===== src/hw/rtl/lcal_pkg.sv =====
`timescale 1ns / 1ps
// ----------------------------------------------------------------------------
// lcal_pkg: shared definitions for the lowest common ancestor lifting unit.
// Holds field widths, the datapath micro-operations, jump conditions, the
// control and status structs and the microcode program itself.
// ----------------------------------------------------------------------------
package lcal_pkg;

   // Widths fixed by the item fields.
   localparam int NODE_FIELD_W = 10;
   localparam int DEPTH_W      = 11;
   localparam logic [DEPTH_W-1:0] DEPTH_MAX = '1;

   // Defaults for the top level parameters.
   localparam int MAX_NODES_DEFAULT = 1024;
   localparam int LEVELS_DEFAULT    = 10;

   // Step counter of the sequencer.
   localparam int STEP_W = 4;
   typedef logic [STEP_W-1:0] step_type;

   localparam step_type STEP_CLEAR      = 4'd0;
   localparam step_type STEP_IDLE       = 4'd1;
   localparam step_type STEP_DISPATCH   = 4'd2;
   localparam step_type STEP_ADD_CHK    = 4'd3;
   localparam step_type STEP_ADD_ROOT   = 4'd4;
   localparam step_type STEP_ADD_RD     = 4'd5;
   localparam step_type STEP_ADD_WR     = 4'd6;
   localparam step_type STEP_Q_ORDER    = 4'd7;
   localparam step_type STEP_Q_LIFT_RD  = 4'd8;
   localparam step_type STEP_Q_LIFT     = 4'd9;
   localparam step_type STEP_Q_EQ       = 4'd10;
   localparam step_type STEP_Q_CLIMB    = 4'd11;
   localparam step_type STEP_Q_EMIT_ANC = 4'd12;
   localparam step_type STEP_Q_EMIT_X   = 4'd13;

   // Datapath micro-operations.
   typedef enum logic [3:0] {
      OP_NOP,
      OP_CLEAR,
      OP_ACCEPT,
      OP_ADD_ROOT,
      OP_ADD_FILL,
      OP_ORDER,
      OP_LIFT_RD,
      OP_LIFT,
      OP_CLIMB,
      OP_EMIT_ANC,
      OP_EMIT_X
   } op_type;

   // Jump conditions. When the condition holds the sequencer jumps to the
   // target step, otherwise it falls through to the next step.
   typedef enum logic [3:0] {
      C_NEVER,
      C_ALWAYS,
      C_CLR_MORE,
      C_NO_REQ,
      C_QUERY,
      C_NODE_ZERO,
      C_LVL_TOP,
      C_LVL_NZ,
      C_EQ
   } cond_type;

   typedef struct packed {
      op_type   op;
      cond_type cond;
      step_type target;
   } uword_type;

   // Control from the sequencer to the datapath.
   typedef struct packed {
      op_type op;
      logic   load;
   } ctl_type;

   // Status from the datapath to the sequencer.
   typedef struct packed {
      logic is_query;
      logic node_zero;
      logic lvl_top;
      logic lvl_nz;
      logic nodes_eq;
      logic clr_more;
      logic out_busy;
   } status_type;

   // Microcode program.
   function automatic uword_type ucode(input step_type step);
      uword_type w;
      unique case (step)
         STEP_CLEAR:      w = '{OP_CLEAR,    C_CLR_MORE,  STEP_CLEAR};
         STEP_IDLE:       w = '{OP_ACCEPT,   C_NO_REQ,    STEP_IDLE};
         STEP_DISPATCH:   w = '{OP_NOP,      C_QUERY,     STEP_Q_ORDER};
         STEP_ADD_CHK:    w = '{OP_NOP,      C_NODE_ZERO, STEP_IDLE};
         STEP_ADD_ROOT:   w = '{OP_ADD_ROOT, C_NEVER,     STEP_IDLE};
         STEP_ADD_RD:     w = '{OP_NOP,      C_LVL_TOP,   STEP_IDLE};
         STEP_ADD_WR:     w = '{OP_ADD_FILL, C_ALWAYS,    STEP_ADD_RD};
         STEP_Q_ORDER:    w = '{OP_ORDER,    C_NEVER,     STEP_IDLE};
         STEP_Q_LIFT_RD:  w = '{OP_LIFT_RD,  C_NEVER,     STEP_IDLE};
         STEP_Q_LIFT:     w = '{OP_LIFT,     C_LVL_NZ,    STEP_Q_LIFT_RD};
         STEP_Q_EQ:       w = '{OP_NOP,      C_EQ,        STEP_Q_EMIT_X};
         STEP_Q_CLIMB:    w = '{OP_CLIMB,    C_LVL_NZ,    STEP_Q_CLIMB};
         STEP_Q_EMIT_ANC: w = '{OP_EMIT_ANC, C_ALWAYS,    STEP_IDLE};
         STEP_Q_EMIT_X:   w = '{OP_EMIT_X,   C_ALWAYS,    STEP_IDLE};
         default:         w = '{OP_NOP,      C_ALWAYS,    STEP_IDLE};
      endcase
      return w;
   endfunction

endpackage


===== src/hw/rtl/lcal_sequencer.sv =====
`timescale 1ns / 1ps
// ----------------------------------------------------------------------------
// lcal_sequencer: microcode sequencer.
// Reads one control word per step from the program table, evaluates its
// jump condition against datapath status and steps or jumps.
// ----------------------------------------------------------------------------
module lcal_sequencer
   import lcal_pkg::*;
(
   input  logic       clock,
   input  logic       reset,
   input  logic       req_valid,
   input  status_type status,
   output ctl_type    ctl,
   output logic       req_ready
);

   step_type  step_ff;
   step_type  step_in;
   uword_type word;
   logic      take;
   logic      stall;

   // Fetch the control word for the current step.
   always_comb begin
      word = ucode(step_ff);
   end

   // Evaluate the jump condition.
   always_comb begin
      unique case (word.cond)
         C_NEVER:     take = 1'b0;
         C_ALWAYS:    take = 1'b1;
         C_CLR_MORE:  take = status.clr_more;
         C_NO_REQ:    take = !req_valid;
         C_QUERY:     take = status.is_query;
         C_NODE_ZERO: take = status.node_zero;
         C_LVL_TOP:   take = status.lvl_top;
         C_LVL_NZ:    take = status.lvl_nz;
         C_EQ:        take = status.nodes_eq;
         default:     take = 1'b0;
      endcase
   end

   // A result step waits while the output register still holds a result.
   assign stall = ((word.op == OP_EMIT_ANC) || (word.op == OP_EMIT_X)) && status.out_busy;

   always_comb begin
      priority if (stall) begin
         step_in = step_ff;
      end else if (take) begin
         step_in = word.target;
      end else begin
         step_in = step_ff + 1'b1;
      end
   end

   always_ff @(posedge clock) begin
      if (reset) begin
         step_ff <= STEP_CLEAR;
      end else begin
         step_ff <= step_in;
      end
   end

   // Handshake and control to the datapath.
   assign req_ready = (word.op == OP_ACCEPT);
   assign ctl.op    = word.op;
   assign ctl.load  = req_ready && req_valid;

   // Once the clearing pass is over it never comes back.
   a_clear_once: assert property (@(posedge clock) disable iff (reset)
      (step_ff != STEP_CLEAR) |=> (step_ff != STEP_CLEAR))
      else $error("sequencer returned to the clearing pass");

   // Every accepted transfer is dispatched in the next cycle.
   a_dispatch: assert property (@(posedge clock) disable iff (reset)
      ctl.load |=> (step_ff == STEP_DISPATCH))
      else $error("accepted transfer was not dispatched");

   // A delivered result ends the item.
   a_emit_end: assert property (@(posedge clock) disable iff (reset)
      ((word.op == OP_EMIT_ANC) || (word.op == OP_EMIT_X)) && !stall
      |=> (step_ff == STEP_IDLE))
      else $error("result step did not return to idle");

endmodule


===== config.mk =====
export PLATFORM = sky130hd
export DESIGN_NAME = lcal_sequencer
export DESIGN_NICKNAME = d
export VERILOG_FILES = /design/src/hw/rtl/lcal_pkg.sv /design/src/hw/rtl/lcal_sequencer.sv
export SDC_FILE = /design/constraint.sdc
export NUM_CORES = 1
export LEC_CHECK = 0
export BUFFER_PORTS_ARGS = -buffer_cell sky130_fd_sc_hd__buf_2
export CORE_ASPECT_RATIO = 1.1
export CORE_MARGIN = 1.5
export CORE_UTILIZATION = 51
export DETAILED_ROUTE_END_ITERATION = 12
export GPL_TIMING_DRIVEN = 0
export HOLD_SLACK_MARGIN = 0.08
export PLACE_DENSITY = 0.76
export SLEW_MARGIN = 20
export SYNTH_ARGS = -nofsm -noshare
export SYNTH_HDL_FRONTEND = slang
export SYNTH_SLANG_ARGS = --single-unit

===== constraint.sdc =====
create_clock -name clock -period 3.8 [get_ports clock]
set_clock_uncertainty 0.05 [all_clocks]
set_input_delay 0.76 -clock clock [delete_from_list [all_inputs] [get_ports clock]]
set_output_delay 0.76 -clock clock [all_outputs]
set_load 0.005 [all_outputs]

# Word level (Yosys, flattened, before mapping)
# Memories as Yosys holds them, arrays and structs flattened. A register that Yosys moved wholly into a read port is not among the register bits.
# Index checks and enable logic that the tools add are counted.
# totals
regBits,4
romBits,192
in_bits,10
output_inout_bits,6
word_cells,22
n_memories,1
# classes
add_sub_neg,1
n_eq_ne,11
muxes,4
reduce_logical,4
# mem_list
name,words,word_bits,rd,rd_clocked_by_memory_dff,write_ports,line,source
(no name shown),16,12,1,1,0,lcal_pkg.sv:92,unique case (step)
# op_table
op,count
"== test 4 x 3 -> 1 bit, second input constant",4
"== test 4 x 2 -> 1 bit, second input constant",3
"== test 4 bit, second input constant",3
two-way mux 4 bit,3
case mux 1 bit (8 select lines),1
"adder 4 x 1 -> 4 bit, second input constant",1
"== test 4 x 1 -> 1 bit, second input constant",1
logical AND 1 bit,2
logical NOT 1 bit,1
logical OR 1 bit,1

# Longest topological paths before layout
# Gate-level depths: netlist of the first run.
# logic_depth
ltp_word,5
depth_mapped,10
depth_no_buf,10

# Worst setup path after synthesis of the first run
# OpenSTA, ideal clock, no wires.
# synth_path
path_kind,input to register
from,input port status[1] in the netlist's numbering
to,"register, netlist name word[8]"
setup_time_ps,122
t_arrival_ps,2709
setup_slack_ps,919
path_stages,9
path_cell_list,or3_1 and2_4 a32oi_4 nand3_1 a311oi_4 inv_2 ha_1 a32oi_1 nand3_1
# synth_via
elab_chain_cells,4
# synth_rtl
element,line,source
start: declaration,lcal_sequencer.sv:13,"input status_type status,"
case mux 1 bit (8 select lines),lcal_sequencer.sv:31,unique case (word.cond)
two-way mux 4 bit,lcal_sequencer.sv:51,end else if (take) begin
two-way mux 4 bit (no line) (2 in series),n/a,
# No other way between the ends.
# A chain may end at the register's enable or synchronous reset.

# Worst setup path in the final report of the first run
# layout_path
from,input port status[1] in the netlist's numbering
to,"register, netlist name word[8]"
# layout_via
elab_chain_cells,4
# layout_rtl
element,line
case mux 1 bit (8 select lines),lcal_sequencer.sv:31
two-way mux 4 bit,lcal_sequencer.sv:51
two-way mux 4 bit (no line) (2 in series),n/a
# No other way between the ends.

==> results of run 1 <==
==> sequential cells by signal, indices dropped and copies added (netlist names) <==
register	flops
word	12
step_ff	4
==> worst max-delay path, stage by stage <==
cell and delay (ps):
sky130_fd_sc_hd__buf_2 90, sky130_fd_sc_hd__or3_1 310, sky130_fd_sc_hd__and2_4 180, sky130_fd_sc_hd__a32oi_4 200, sky130_fd_sc_hd__nand3_1 180, sky130_fd_sc_hd__a311oi_4 540, sky130_fd_sc_hd__inv_2 190, sky130_fd_sc_hd__ha_1 330
sky130_fd_sc_hd__a32oi_1 190, sky130_fd_sc_hd__nand3_1 90
==> kinds of logic after synthesis <==
| family | after synthesis |
|---|---|
| compound gates | 25 |
| xor+xnor | 2 |
| fa+ha+maj | 3 |
| buf+inv | 9 |
| flops | 16 |
| simple gates | 52 |
==> layout make-up <==
class / count / share of cell area, %
multi-input cells: 82 / 54.92
well taps: 18 / 2.034
plain buffers: 6 / 3.503
clock buffers: 4 / 3.277
repair buffers: 14 / 6.328
flip-flops and latches: 16 / 28.93
inverters: 3 / 1.017
==> per-stage QoR <==
stage	total power [W]	hold slack, ps	area [um2]
after floorplan	0.0005834	513.1	978.4
after CTS	0.0007815	562.9	1107
final	0.0007841	565.9	1107
after detailed placement	0.0006707	553.5	1071
after global routing	0.0008454	580.5	1107
after global placement	0.0006605	545.6	1071
==> where the power goes <==
group | internal, W | switching (W)
Clock | 0.0000584 | 0.0000520
Combinational | 0.000195 | 0.000224
Sequential | 0.000218 | 0.0000377
==> cell usage in the layout, fill, tap and decap left out, types with 2 or more instances in the layout <==
cell / n
sky130_fd_sc_hd__nor2_1: 10
sky130_fd_sc_hd__o22ai_1: 2
sky130_fd_sc_hd__buf_2: 15
sky130_fd_sc_hd__xnor2_1: 2
sky130_fd_sc_hd__ha_1: 3
sky130_fd_sc_hd__buf_4: 4
sky130_fd_sc_hd__nand3b_1: 3
sky130_fd_sc_hd__and2_4: 2
sky130_fd_sc_hd__o211ai_1: 2
sky130_fd_sc_hd__dfxtp_1: 16
sky130_fd_sc_hd__clkbuf_4: 3
sky130_fd_sc_hd__a21oi_1: 3
sky130_fd_sc_hd__or3_1: 4
sky130_fd_sc_hd__a21boi_1: 2
sky130_fd_sc_hd__nand2_1: 12
sky130_fd_sc_hd__a31oi_1: 2
sky130_fd_sc_hd__nor4b_1: 2
sky130_fd_sc_hd__inv_1: 2
sky130_fd_sc_hd__and2_1: 3
sky130_fd_sc_hd__nand3_1: 5
==> worst min path at each step <==
stage / to / startpoint / cells after the start / slack (ps)
global route: step_ff[1]$_SDFFE_PP0N_ / word[1]$_DFF_P_ / 2 / 580
global placement: step_ff[1]$_SDFFE_PP0N_ / word[1]$_DFF_P_ / 2 / 550
floorplan: step_ff[1]$_SDFFE_PP0N_ / word[1]$_DFF_P_ / 2 / 510
CTS: step_ff[1]$_SDFFE_PP0N_ / word[1]$_DFF_P_ / 2 / 560
detailed placement: step_ff[1]$_SDFFE_PP0N_ / word[1]$_DFF_P_ / 2 / 550
finish: step_ff[1]$_SDFFE_PP0N_ / word[1]$_DFF_P_ / 2 / 570
==> routing by layer <==
layer	global-route usage [%]	vias to the layer above	part of all wire (%)
li1	-	426	-
met1	26.73	393	47
met2	30.68	28	47
met3	1.111	5	4.0
met4	10.61	0	2.4
met5	0	-	0
==> results.md, run 1 <==
Flow run:
- The count of max-cap constraint violations is 0.

Yosys:
- The top-area cell type share of the netlist area is 32.74%.
- For this run, the number of Yosys warnings is 0.
- Summing the areas of all compound-gate instances in the mapped netlist gives 25.70% of the synthesized area.
- By area the synthesized netlist is led by sky130_fd_sc_hd__dfxtp_1 33%, sky130_fd_sc_hd__nand2_1 4.6%, sky130_fd_sc_hd__ha_1 3.8%.
- The average instance in the mapped netlist occupies 9.144 um2.
- Summing the areas of all and, or, nand and nor instances in the mapped netlist gives 30.82% of the synthesized area.
- Yosys mapped a number of flops with a built-in enable equal to 0.
- The fraction of registers with async set or reset after synthesis is 0%.
- The number of distinct standard cells referenced by the synthesized netlist is 46.
- In the post-synthesis netlist, the cell with the most instances is sky130_fd_sc_hd__dfxtp_1.
- By area, the combinational part of the netlist is dominated by simple AND/OR/NAND/NOR gates.
- The synthesized netlist net count is 120.
- The number of instances in the synthesized netlist is 107.
- The number of synthesized register bits is 16.
- The most instantiated flip-flop cell in the synthesis netlist is sky130_fd_sc_hd__dfxtp_1.
- The mux share of post-synthesis cell area is 0%.
- The fraction of synthesized cell area in xor and xnor cells is 1.790%.
- The leading area contributor after synthesis is sky130_fd_sc_hd__dfxtp_1.
- Sequential cells were found to cover 32.74% of the synthesized design area.
- The cell area that synthesis handed to floorplanning was 978.4 um2.
- The adder and majority gate portion of the synthesized area is 3.836%.
- Sorting the synthesized cells by how often they occur yields 16 x sky130_fd_sc_hd__dfxtp_1, 12 x sky130_fd_sc_hd__nand2_1, 10 x sky130_fd_sc_hd__nor2_1, 5 x sky130_fd_sc_hd__nand3_1.

Setup path:
- The endpoint arrival time on the critical path is 3070 ps.
- In this run the worst setup path begins at status[1].
- Across all register-to-register paths, the minimum setup slack is 1000 ps.
- The required time of the critical path is 3930 ps.
- The startpoint of the lowest-slack register-to-register path is word[6]$_DFF_P_.
- The kind of start point of the critical path is an input port.
- The worst register-to-register path ends at word[8]$_DFF_P_.
- The critical path ends at word[8]$_DFF_P_.
- The number of cells on the worst reg-to-reg path is 9.
- The maximum fanout count along the critical path is 10.
- The type of the worst setup path is input port to flop.
- The element type at the critical path end is a flop.

STA:
- Setup total negative slack on the finished layout was measured at 0 ps.
- The worst path in the final design needs a cycle of 2936 ps, including I/O delays and setup.
- For this run, the top clock speed supported by timing is 340.6 MHz.
- The setup slack after layout is 863.7 ps.
- In this run the tightest slew margin relative to its limit is 59.92%.
- The transition time of the tightest slew-check pin is 601.2 ps.
- Setup repair after global routing left no endpoint under its margin.
- The hold violation count in the final report was 0.
- The final-report max-slew violation count is 0.
- The final count of negative-setup-slack endpoints is 0.
- The post-route fraction of the period consumed by the critical path is 77.27%.

GRT:
- The overall routing resource usage is 19.76%.
- The global-route wire length before repair is 3236 um.
- The initial antenna violation count was 0.
- After global routing the overflow that remains totals 0.
- The number of global-route vias before repair is 753.
- The maximum number of pins on one net before global-route repair is 11.

Layout:
- The post-route netlist has 32.00% of its cells at a drive strength greater than 1.
- Cells fill 61.46% of the core in the end.
- Summing all flip-flop and latch instances after layout gives 320.3 um2.
- The count of non-filler cells in the finished layout is 143.
- The footprint of the multi-input gates is 608.1 um2.
- The area added between synthesis and finish is 13.17%.
- The number of diodes is 0.
- The total of fill cells in the finished design is 158.
- The count of nets after finishing is 139.

Clock tree:
- The source-to-sink clock delay at the later pin of the worst-skew pair is 290 ps.
- In this run, post-CTS hold repair placed 0 buffers.
- After clock tree synthesis, the clock-pin slew on the worst setup and hold paths is 90 ps.
- The maximum count of clock buffers along a single path is 2.
- The library cell used as clock root buffer is sky130_fd_sc_hd__clkbuf_4.
- The number of setup buffers added after CTS is 0.
- The post-cts resize count is 0.
- The clock tree from TritonCTS is yes.
- For this design, the sink count on the clock tree is 16.
- CTS built an H-tree with a depth of 1.
- The number of buffers created by CTS is 3.

Floorplanning:
- The area of the core region is 1802 um2.
- In this run the vertical extent of the chip is 48.94 um.
- During I/O placement, the number of pins put on the boundary was 16.
- The floorplan die width is 44.76 um.
- The die footprint is 2191 um2.
- The initial utilization of the core area, before any placement, comes to 54.31%.
- The number of placement rows is 16.

Detailed routing:
- In the routed layout, each cell is associated on average with a via count of 5.958.
- In this run the remaining antenna-violating nets after routing total 0.
- The overall via count from detail_route is 852.
- In the final routed layout, each cell accounts on average for 13.41 um.
- Wires add up to 1918 um.
- In this run, the number of DRC markers left after iteration 0 of detailed routing was 25.
- For this run, the detailed router's first-pass iteration total came to 4.
- The count of unresolved DRC violations after routing is 0.

Power:
- The maximum vdd drop is 0.0004511 V.
- The reported leakage power is 0.4333 nW.
- Power spread over the standard cell area amounts to 708.1 nW/um2.

Placed design:
- The worst setup slack before clock tree synthesis is 615.0 ps.
- The global placement routability congestion is 0.8065.
- Input and output buffers added on the ports amount to 14.
- Summed over all nets, the half-perimeter wirelength after detailed placement is 1498 um.
- Including well taps, the total number of placed cells is 139.

Hold path:
- The min-delay analysis places its worst path in the category flop to flop.

Outcome:
- The run finished with clean final reports.
Power figures use the tool's default switching activity.
==> run 2: changes to the inputs <==
- CORE_UTILIZATION: 51 -> 49
- PLACE_DENSITY: 0.76 -> 0.77
- clock period: 3.8 -> 2.5 ns (I/O delays scaled with it)
==> run 2 against run 1 <==
Critical path depth fell by 1; non-clock buffer count rose by 5; clock power rose by 56%; utilization rose by 6.7 points; count of clock-buffer cells in the layout did not move; register-to-register slack got worse by 980 ps.
==> results.md, run 2 (synthesis gave the netlist of run 1 again) <==
Clock tree:
- The number of clock sinks is 16 (unchanged).
- The hold-fix buffer count after cts was 0 (unchanged).
- The deepest level of the CTS H-tree came to 1 (unchanged).
- The maximum count of clock buffers along a single path was 2 (unchanged).
- The clock-pin slew of the registers on the worst-case setup and hold paths is 90 ps (about the same).
- The number of buffers created by CTS is 3 (unchanged).
- The source-to-sink clock delay at the later pin of the worst-skew pair is 290 ps (about the same).
- The library cell used as clock root buffer is sky130_fd_sc_hd__clkbuf_4.
- The clock tree from TritonCTS is yes.

Power:
- The maximum vdd drop is 0.0006204 V (+38%).
- The part of the total power dissipated in the clock network is 12.5% (-1.6 points).
- The relative contribution of combinational cells to total power came to 58.8% (+5.4 points).
- The cell-internal power is 0.0008237 W (+75%).
- The net switching component of the power came to 0.0005556 W (+77%).
- The power density over the cells is 1111 nW/um2 (+57%).
- The sequential share of power is 28.8% (-3.8 points).
- The reported leakage power is 0.4780 nW (+10%).
- The switching fraction of total power is 40.28% (+0.28 points).

Floorplanning:
- The number of placement rows is 16 (unchanged).
- The floorplan die width is 45.61 um (+1.9%).
- The initial standard-cell utilization of the core is 53.71% (-0.60 points).
- The vertical die dimension is 49.87 um (+1.9%).
- The area of the core region is 1822 um2 (+1.1%).
- The die footprint is 2274 um2 (+3.8%).
- The number of placed I/O pins is 16 (unchanged).

GRT:
- The number of global-route vias before repair is 822 (+9.2%).
- The maximum number of pins on one net before global-route repair is 11 (unchanged).
- The overflow left after global routing is 0 (unchanged).
- The overall routing resource usage came to 21.83% (+2.1 points).
- The initial antenna violation count came to 0 (unchanged).
- The global-route wire length before repair is 3581 um (+11%).

Detailed routing:
- The iteration-0 DRC count of the detailed router came to 20 (-20%).
- The routed wire length per instance is 14.11 um (+5.2%).
- The vias per cell came to 5.720 (-4.0%).
- The number of iterations in the first detailed-routing pass is 4 (unchanged).
- The overall via count from detail_route is 898 (+5.4%).
- The remaining number of nets flagged by the antenna check after routing is 0 (unchanged).
- The count of unresolved DRC violations after routing is 0 (unchanged).
- The routed wire length was 2215 um (+15%).

Hold path:
- The tightest min-delay check is of the input port to flop type.

Setup path:
- The element type at the critical path end is a flop.
- The signal on the critical path passes through or3_1, and2_4, a32oi_4, nand2_4, buf_4, a221o_1, and2_4, or3_1, a31oi_1.
- The endpoint arrival time on the critical path is 2640 ps (-430 ps).
- The type of the worst setup path is flop to flop.
- The required time of the critical path is 2670 ps (-1260 ps).
- The worst setup path is launched from a flop.
- The delay contributed by the slowest stage of the critical path is 380 ps (-160 ps).
- The critical path's slowest cell is sky130_fd_sc_hd__or3_1.
- The maximum fanout count along the critical path was 5 (-5).

STA:
- The hold violation count in the final report was 0 (unchanged).
- The transition time of the tightest slew-check pin is 489.1 ps (-112.1 ps).
- The relative max-transition margin is 67.39% (+7.5 points).
- The post-route fraction of the period consumed by the critical path is 99.05%.
- The final count of negative-setup-slack endpoints is 0 (unchanged).
- Setup repair after global routing could not meet its margin everywhere.
- The final-report max-slew violation count is 0 (unchanged).
- The maximum operating frequency is 403.8 MHz.
- The clock period minus final worst setup slack is 2476 ps.

Outcome:
- The run finished with clean final reports.

Layout:
- Leaving out fill and tap cells, the most frequent cell in the layout is sky130_fd_sc_hd__buf_2.
- The count of nets after finishing is 144 (+3.6%).
- The number of flip-flops in the largest register was 12 (unchanged).
- The number of diodes came to 0 (unchanged).
- The core utilization of the finished layout came to 68.13% (+6.7 points).
- The post-route cell area was 1241 um2 (+12%).
- Relative to the synthesized area, the layout overhead comes to 26.85%.
- In the layout the commonest cells are 15 x sky130_fd_sc_hd__buf_2, 13 x sky130_fd_sc_hd__dfxtp_1, 12 x sky130_fd_sc_hd__nand2_1.
- The fraction of final layout cells sized beyond drive strength 1 is 44.62% (+13 points).

Placed design:
- The half-perimeter wire length after detailed placement is 1682 um (+12%).
- The placed instance area is 1122 um2 (+4.8%).
- The global placement routability congestion came to 0.8077 (+0.15%).
- The number of input and output port buffers inserted is 14 (unchanged).

Flow run:
- The count of max-cap constraint violations is 0 (unchanged).
[run 2: changes by cell type in the layout (fill, tap and decap cells not counted), moves of 2 or more]
cell	delta
sky130_fd_sc_hd__buf_4	+6
sky130_fd_sc_hd__dfxtp_1	-3
sky130_fd_sc_hd__dfxtp_2	+2
sky130_fd_sc_hd__ha_1	-2
sky130_fd_sc_hd__ha_4	+2
sky130_fd_sc_hd__nor2_1	-2
[run 2: metal layers]
layer	global-route usage [%]	vias to the layer above	wire [um]
li1	-	436	-
met1	25.85	417	866
met2	36.15	40	1171
met3	2.564	5	128
met4	12.75	0	48
met5	0	-	0
[run 2: path summary, 6_finish.rpt]
| path | from | end | slack, ps | cells after the start |
|---|---|---|---|---|
| setup / recovery | word[7]$_SDFF_PN0_ | word[9]$_DFF_P_ | 20 | 9 |
| setup reg to reg | word[7]$_SDFF_PN0_ | word[9]$_DFF_P_ | 20 | 9 |
| hold reg to reg | word[1]$_DFF_P_ | step_ff[1]$_SDFFE_PP0N_ | 670 | 3 |
| hold / removal | reset | step_ff[0]$_SDFFE_PP0N_ | 500 | 2 |
[run 2: area by class of cell]
| class | instances | area [um2] |
|---|---|---|
| buffer | 5 | 35.03 |
| tap | 27 | 33.78 |
| multi-input combinational | 82 | 683.2 |
| sequential | 16 | 326.6 |
| timing repair buffer | 20 | 115.1 |
| inverter | 3 | 11.26 |
| fill | 155 | 580.6 |
| clock buffer | 4 | 36.28 |
[run 2: power groups by stage]
stage / clock network, W / logic (W) / registers (W)
5_1_grt: 0.000185 / 0.000867 / 0.000406
6_report: 0.000172 / 0.000811 / 0.000397
3_3_place_gp: 0 / 0.000676 / 0.000390
4_1_cts: 0.000174 / 0.000787 / 0.000391
2_1_floorplan: 0 / 0.000565 / 0.000381
3_5_place_dp: 0 / 0.000708 / 0.000396
[run 2: critical path: cells and delay by family, from the launching register on]
family	cells	cell delay, ps
flops	1	340
compound gates	3	710
simple gates	5	1150
buf+inv	1	150
[run 2: repair_timing]
item,CTS,global route
buffers inserted,6,0
hold endpoints to repair,0,0
setup endpoints to repair,4,7
gates resized for setup,5,6
pin swaps,9,1
[run 2: stage by stage]
stage	total power, W	TNS [ps]	setup slack (ps)	hold WS [ps]	std cells
after floorplan	0.0009456	-47.33	-47.33	518.5	107
after detailed placement	0.001104	-1415	-413.5	573.0	148
after global routing	0.001457	-281.0	-93.18	504.6	157
final	0.001379	0	23.78	504.0	157
after CTS	0.001352	0	1.096	497.7	158
after global placement	0.001066	-1241	-374.4	548.5	148
